$ cat config.mk
export PLATFORM = sky130hd
export DESIGN_NAME = stx_length_xor_frame_receiver
export DESIGN_NICKNAME = d
export VERILOG_FILES = /design/src/hdl/stxfr_pkg.sv /design/src/hdl/stxfr_core.sv /design/src/hdl/stx_length_xor_frame_receiver.sv
export SDC_FILE = /design/constraint.sdc
export NUM_CORES = 1
export LEC_CHECK = 0
export BUFFER_PORTS_ARGS = -buffer_cell sky130_fd_sc_hd__clkbuf_2
export CORE_MARGIN = 2
export CORE_UTILIZATION = 60
export CTS_CLUSTER_DIAMETER = 40
export DETAILED_ROUTE_END_ITERATION = 10
export PLACE_DENSITY_LB_ADDON = 0.08
export SLEW_MARGIN = 20
export SYNTH_ARGS = -nofsm -noshare
export SYNTH_HDL_FRONTEND = slang
export SYNTH_SLANG_ARGS = --single-unit
$ cat constraint.sdc
create_clock -name clk -period 9.5 [get_ports clk]
set_input_delay 0.475 -clock clk [delete_from_list [all_inputs] [get_ports clk]]
set_output_delay 0.475 -clock clk [all_outputs]
set_load 0.02 [all_outputs]
$ cat src/hdl/stxfr_pkg.sv
// Shared types and constants for the STX / length / XOR frame receiver.
// No dependencies; used by stxfr_core and stx_length_xor_frame_receiver.
package stxfr_pkg;

  localparam logic [7:0] STX_BYTE = 8'h02;

  // Result codes
  typedef enum logic [2:0] {
    KIND_DATA    = 3'd0,
    KIND_GOOD    = 3'd1,
    KIND_BADSUM  = 3'd2,
    KIND_HDR_ERR = 3'd3,
    KIND_LEN_ERR = 3'd4
  } kind_t;

  // Parser phase, one-hot
  typedef enum logic [3:0] {
    PH_START   = 4'b0001,
    PH_LEN     = 4'b0010,
    PH_PAYLOAD = 4'b0100,
    PH_CHECK   = 4'b1000
  } phase_t;

  // Register indexes on the write port
  typedef enum logic {
    REG_MAX_LEN  = 1'b0,
    REG_CHECK_EN = 1'b1
  } reg_idx_t;

  typedef struct packed {
    logic [15:0] max_payload_len;
    logic        check_enable;
  } cfg_t;

  typedef struct packed {
    logic        hit;           // this byte produces a result beat
    kind_t       kind;
    logic [7:0]  data_byte;
    logic [15:0] frame_length;
  } res_t;

  // Length reported on the 16-bit field, saturated
  function automatic logic [15:0] sat16(input logic [31:0] v);
    logic [15:0] r;
    r = (|v[31:16]) ? 16'hFFFF : v[15:0];
    return r;
  endfunction

endpackage

$ cat src/hdl/stxfr_core.sv
// Frame parser state machine: start search, length, payload, checksum.
// Computes the result for the byte at its input; state moves on step.
// Depends on stxfr_pkg.
module stxfr_core #(
  parameter int LEN_BITS = 16
) (
  input  logic              clk,
  input  logic              rst,
  input  stxfr_pkg::cfg_t   cfg,
  input  logic              step,
  input  logic [7:0]        rx_byte,
  output stxfr_pkg::res_t   res
);
  import stxfr_pkg::*;

  localparam logic [32:0] LenLimit = (33'd1 << LEN_BITS) - 33'd1;

  phase_t              phase, phase_next;
  logic [1:0]          hdr_cnt, hdr_cnt_next;
  logic [31:0]         length_word, length_word_next;
  logic [LEN_BITS-1:0] bytes_left, bytes_left_next;
  logic [7:0]          running_xor, running_xor_next;

  logic [31:0]         len_cat;
  logic                too_long;
  logic [LEN_BITS-1:0] left_dec;

  assign len_cat  = {length_word[23:0], rx_byte};
  assign too_long = (len_cat > {16'd0, cfg.max_payload_len}) ||
                    ({1'b0, len_cat} > LenLimit);
  assign left_dec = (bytes_left != '0) ? bytes_left - LEN_BITS'(1) : bytes_left;

  always_comb begin
    phase_next       = phase;
    hdr_cnt_next     = hdr_cnt;
    length_word_next = length_word;
    bytes_left_next  = bytes_left;
    running_xor_next = running_xor;
    res.hit          = 1'b0;
    res.kind         = KIND_DATA;
    res.data_byte    = rx_byte;
    res.frame_length = sat16(length_word);
    case (phase)
      PH_START: begin
        if (rx_byte != STX_BYTE) begin
          hdr_cnt_next     = 2'd0;
          res.hit          = 1'b1;
          res.kind         = KIND_HDR_ERR;
          res.frame_length = 16'd0;
        end else if (hdr_cnt == 2'd3) begin
          hdr_cnt_next     = 2'd0;
          length_word_next = 32'd0;
          phase_next       = PH_LEN;
        end else begin
          hdr_cnt_next = hdr_cnt + 2'd1;
        end
      end
      PH_LEN: begin
        length_word_next = len_cat;
        if (hdr_cnt != 2'd3) begin
          hdr_cnt_next = hdr_cnt + 2'd1;
        end else begin
          hdr_cnt_next     = 2'd0;
          running_xor_next = 8'd0;
          if (too_long) begin
            phase_next       = PH_START;
            bytes_left_next  = '0;
            res.hit          = 1'b1;
            res.kind         = KIND_LEN_ERR;
            res.frame_length = sat16(len_cat);
          end else begin
            bytes_left_next = len_cat[LEN_BITS-1:0];
            // zero-length frame goes straight to the checksum byte
            phase_next = (len_cat[LEN_BITS-1:0] == '0) ? PH_CHECK : PH_PAYLOAD;
          end
        end
      end
      PH_PAYLOAD: begin
        running_xor_next = running_xor ^ rx_byte;
        bytes_left_next  = left_dec;
        if (left_dec == '0) begin
          phase_next = PH_CHECK;
        end
        res.hit  = 1'b1;
        res.kind = KIND_DATA;
      end
      PH_CHECK: begin
        phase_next   = PH_START;
        hdr_cnt_next = 2'd0;
        res.hit      = 1'b1;
        res.kind     = (!cfg.check_enable || rx_byte == running_xor) ? KIND_GOOD
                                                                      : KIND_BADSUM;
      end
      default: begin
        phase_next   = PH_START;
        hdr_cnt_next = 2'd0;
      end
    endcase
  end

  always_ff @(posedge clk) begin
    if (rst) begin
      phase       <= PH_START;
      hdr_cnt     <= 2'd0;
      length_word <= 32'd0;
      bytes_left  <= '0;
      running_xor <= 8'd0;
    end else if (step) begin
      phase       <= phase_next;
      hdr_cnt     <= hdr_cnt_next;
      length_word <= length_word_next;
      bytes_left  <= bytes_left_next;
      running_xor <= running_xor_next;
    end
  end

  // payload phase always has bytes still to come
  a_payload_left: assert property (@(posedge clk) disable iff (rst)
    phase == PH_PAYLOAD |-> bytes_left != '0)
    else $error("payload phase with no bytes left");

  // byte count only runs in start and length phases
  a_cnt_idle: assert property (@(posedge clk) disable iff (rst)
    (phase == PH_PAYLOAD || phase == PH_CHECK) |-> hdr_cnt == 2'd0)
    else $error("header count not cleared");

endmodule

$ cat src/hdl/stx_length_xor_frame_receiver.sv
// STX / length / XOR-checksum frame receiver, top level.
// Input byte register, output result register, config registers.
// Depends on stxfr_pkg and stxfr_core.
//
// Usage:
//   Bytes enter on in_valid/in_ready/rx_byte, one beat per byte. Frames are
//   four 0x02 start bytes, a 32-bit big-endian length, the payload and an
//   XOR checksum byte. Each payload byte leaves as a kind DATA beat on
//   out_valid/out_ready; the checksum byte gives GOOD or BADSUM. A wrong
//   start byte gives HDR_ERR, an oversized length LEN_ERR. Start and length
//   bytes other than those produce no output beat.
//   Throughput is one byte per cycle unless the output stalls: the byte
//   register and the result register each hold one beat, the parser result
//   is combinational, and out_valid rises as that result is registered.
//   If out_ready stays low, one result waits in the output register and one
//   byte in the input register; in_ready drops only then. Bytes that make
//   no result pass even while the output is stalled.
//   Reset clears the parser to start search and sets max_payload_len to
//   256 and check_enable to 1. Config writes via cfg_we are registered.
module stx_length_xor_frame_receiver #(
  parameter int LEN_BITS = 16
) (
  input  logic               clk,
  input  logic               rst,
  input  logic               cfg_we,
  input  logic               cfg_addr,
  input  logic [15:0]        cfg_wdata,
  input  logic               in_valid,
  output logic               in_ready,
  input  logic [7:0]         rx_byte,
  output logic               out_valid,
  input  logic               out_ready,
  output stxfr_pkg::kind_t   kind,
  output logic [7:0]         data_byte,
  output logic [15:0]        frame_length
);
  import stxfr_pkg::*;

  cfg_t       cfg;
  logic       in_vld;
  logic [7:0] in_byte;
  res_t       res;
  logic       out_free;
  logic       advance;

  // config registers
  always_ff @(posedge clk) begin
    if (rst) begin
      cfg.max_payload_len <= 16'd256;
      cfg.check_enable    <= 1'b1;
    end else if (cfg_we) begin
      case (reg_idx_t'(cfg_addr))
        REG_MAX_LEN:  cfg.max_payload_len <= cfg_wdata;
        REG_CHECK_EN: cfg.check_enable    <= cfg_wdata[0];
        default:      ;
      endcase
    end
  end

  assign out_free = !out_valid || out_ready;
  assign advance  = in_vld && (!res.hit || out_free);
  assign in_ready = !in_vld || advance;

  // input byte register
  always_ff @(posedge clk) begin
    if (rst) begin
      in_vld <= 1'b0;
    end else if (in_ready) begin
      in_vld <= in_valid;
    end
  end

  always_ff @(posedge clk) begin
    if (in_ready && in_valid) begin
      in_byte <= rx_byte;
    end
  end

  stxfr_core #(
    .LEN_BITS(LEN_BITS)
  ) u_core (
    .clk     (clk),
    .rst     (rst),
    .cfg     (cfg),
    .step    (advance),
    .rx_byte (in_byte),
    .res     (res)
  );

  // output result register
  always_ff @(posedge clk) begin
    if (rst) begin
      out_valid <= 1'b0;
    end else if (advance && res.hit) begin
      out_valid <= 1'b1;
    end else if (out_ready) begin
      out_valid <= 1'b0;
    end
  end

  always_ff @(posedge clk) begin
    if (advance && res.hit) begin
      kind         <= res.kind;
      data_byte    <= res.data_byte;
      frame_length <= res.frame_length;
    end
  end

  a_stall_cause: assert property (@(posedge clk) disable iff (rst)
    !in_ready |-> in_vld && out_valid && !out_ready)
    else $error("input stalled without output backpressure");

  a_result_kept: assert property (@(posedge clk) disable iff (rst)
    advance && res.hit |=> out_valid)
    else $error("result beat lost");

  a_data_len: assert property (@(posedge clk) disable iff (rst)
    out_valid && kind == KIND_DATA |-> frame_length != 16'd0)
    else $error("payload beat from zero-length frame");

endmodule

==> impl_metrics.py <==
metrics = {
    "clock_tree": {
        "root_buffer": "clkbuf_8",
        "post_cts_buffers": 0,
        "cts.repair.resized": 0,
        "cts_inserted_buffers": 17,
        "cts_tree": "yes",
        "path_clk_slew_ns": 0.05,
        "cts_hold_buf": 0,
        "clockBufferDepth": 2,
        "clock_latency_ns": 0.53,
        "clock-sinks": 116,
        "htree_num_levels": 4,
    },
    "synthesis": {
        "synth_flop_cell": "dfxtp_1",
        "synth_top_area_cell": "dfxtp_1",
        "ys_types": 79,
        "ys_warn_count": 0,
        "synth_edf_count": 35,
        "synthTopCellsByCount": "nand2_1 (115), dfxtp_1 (81), a21oi_1 (76)",
        "synth.most_common_cell": "nand2_1",
        "synth_cells": 691,
        "synth-seq-cells": 116,
        "netlist.area_leader.share_pct": 26.94,
        "synth_area_um2": 6018,
        "synth_seq_area_share_pct": 44.41,
        "avgSynthCellArea_um2": 8.710,
        "synth_nets": 740,
        "synthArstFlopShare_pct": 0,
        "yosys-top-cells-area": "dfxtp_1 (27%), edfxtp_1 (17%), nand2_1 (7.2%)",
    },
    "cells_and_area": {
        "layout-drive-gt1-share_pct": 16.44,
        "final_nets": 778,
        "syn2layout_area_growth_pct": 15.41,
        "fin_cells": 875,
        "fillers": 792,
        "diodes": 0,
    },
    "placed_design": {
        "place_hpwl_mm": 10.73,
        "port-buffer-count": 58,
        "dp.cells": 843,
        "place.gp.congestion": 0.9207,
    },
    "sta": {
        "fin_setup_tns_ns": 0,
        "relSlewSlack_pct": 34.03,
        "setup_violations": 0,
        "worst_pin_slew_ns": 0.9829,
        "finalHoldViolations": 0,
        "slew_violations": 0,
        "skew_ns": 0.007846,
        "rsz0062_at_grt": "no",
        "fmax_mhz": 266.3,
        "period_needed_ns": 3.755,
        "timing.final.crit_share_pct": 39.53,
    },
    "global_routing": {
        "grt_use_total_pct": 31.28,
        "antenna_found_initial": 0,
        "grt_pass1_wl_mm": 26.94,
        "first_global_vias": 5348,
        "grt_overflow": 0,
        "grt_max_degree": 82,
    },
    "routing": {
        "drt-pass1-iter-count": 6,
        "drc_errors": 0,
        "dr_total_vias": 5563,
        "totalWireLength_mm": 16.27,
        "first_iter_violations": 534,
        "ant_nets": 0,
        "viasPerCell": 6.358,
        "wl_per_cell_um": 18.60,
    },
    "run_status": {
        "status": "finished, final reports clean",
    },
    "pwr": {
        "internal_power_uw": 966.0,
        "p_sw_share_pct": 21.90,
        "p_comb_share_pct": 4.5,
        "pwr-share-seq_pct": 43.0,
        "ir_drop_mv": 0.1427,
        "clkPwrFrac_pct": 52.4,
        "pwr_density_cell_nw_per_um2": 178.1,
        "switching_power_uw": 270.8,
        "p_leak_uw": 0.002648,
    },
    "floorplanning": {
        "fp.dieW_um": 104.2,
        "row_count": 36,
        "die_h_um": 104.2,
        "die_area_um2": 10850,
        "start_util_pct": 61.57,
        "placeableCoreArea_um2": 9774,
        "ios": 59,
    },
    "worst_setup_path": {
        "critPathMaxStageDelay_ns": 0.61,
        "worstPathCellList": "ha_1 -> nor2b_1 -> o211ai_1 -> a2111o_1 -> a31o_4 -> o21ai_0 -> nand3_1 -> clkbuf_2",
        "critPathArrivalTime_ns": 3.28,
        "crit_slowest_cell": "edfxtp_1",
        "path_max_fanout": 14,
        "critPathKind": "reg -> out",
        "endpoint_kind": "output port",
        "start_kind": "flip-flop",
        "cp.required_ns": 9.03,
    },
    "hold_path": {
        "min_path_type": "in -> reg",
    },
    "flow_run": {
        "cap_violations": 0,
    },
}
final cells by class:
class                           count  area [µm²]  share of cell area [%]
Multi-Input combinational cell    508        3072                   44.23
Sequential cell                   116        2673                   38.48
Clock buffer                       25       516.7                   7.440
Timing Repair Buffer               64       342.8                   4.936
Tap cell                          133       166.4                   2.396
Clock inverter                      7       92.59                   1.333
Inverter                           22       82.58                   1.189
cell usage in the layout (no fill, tap or decap), types with 12 or more instances in the layout:
cell type	n
o22ai_1	12
clkbuf_2	58
a21oi_1	76
nor3_1	22
clkbuf_16	18
inv_1	22
nor2_1	33
edfxtp_1	35
dfxtp_1	81
nand3_1	42
ha_1	19
xor2_1	13
o21ai_0	23
nand4_1	12
nand2_1	115
layer usage:
layer | wire length (µm) | vias up | global-route usage (%) | part of all wire, %
li1 | - | 2610 | - | -
met1 | 7126 | 2636 | 42.69 | 44
met2 | 7387 | 277 | 48.87 | 45
met3 | 1334 | 40 | 6.704 | 8.2
met4 | 425 | 0 | 12.07 | 2.6
met5 | 0 | - | 0 | 0
worst max-delay path, delay by kind of cell (launching register included):
family,cells,cell delay (ns)
AO/OA/AOI/OAI,4,1.21
adder cells (fa/ha/maj),1,0.40
buffers and inverters,1,0.20
flip-flops,1,0.61
AND/OR/NAND/NOR,2,0.32
flip-flops by register name (all words and copies together), names as in the netlist:
name	count
cfg	17
data_byte	8
frame_length	16
in_byte	8
in_vld	1
kind	3
out_valid	1
u_core.bytes_left	16
u_core.hdr_cnt	2
u_core.length_word	32
u_core.phase	4
u_core.running_xor	8
power groups by stage:
stage / Sequential (µW) / Clock [µW] / Combinational, µW
2_1_floorplan: 542 / 0 / 33.9
5_1_grt: 533 / 680 / 62.3
6_report: 532 / 648 / 56.3
3_3_place_gp: 542 / 0 / 53.7
3_5_place_dp: 542 / 0 / 55.7
4_1_cts: 532 / 653 / 56.1
worst paths after layout:
| check | startpoint | end | slack [ns] | depth (start not counted) |
|---|---|---|---|---|
| max | in_byte[1] | in_ready | 5.74 | 8 |
| min | rx_byte[2] | in_byte[2] | 0.12 | 1 |
| max reg2reg | in_byte[1] | frame_length[9] | 6.05 | 8 |
| min reg2reg | u_core.length_word[26] | u_core.length_word[26] | 0.45 | 2 |
per-stage QoR:
stage	area [µm²]	power (µW)	setup WS (ns)	utilization [%]	hold WS (ns)
after floorplan	6018	576.0	5.750	-	0.4244
after global placement	6319	595.7	6.201	64.64	0.4381
after detailed placement	6334	597.8	6.137	64.80	0.4464
after CTS	6943	1241	5.777	71.03	0.1094
after global routing	6945	1275	5.606	71.06	0.1090
final	6945	1237	5.745	71.06	0.1208
cells by family after synthesis:
logic type               after synthesis  synth area share [%]
AND/OR/NAND/NOR                      298                 24.76
AO/OA/AOI/OAI                        176                 19.61
flip-flops                           116                 44.41
buffers and inverters                 67                 5.073
adder cells (fa/ha/maj)               19                 3.950
XOR/XNOR                              14                 2.037
multiplexers                           1                0.1663
(Power assumes the default switching activity.)
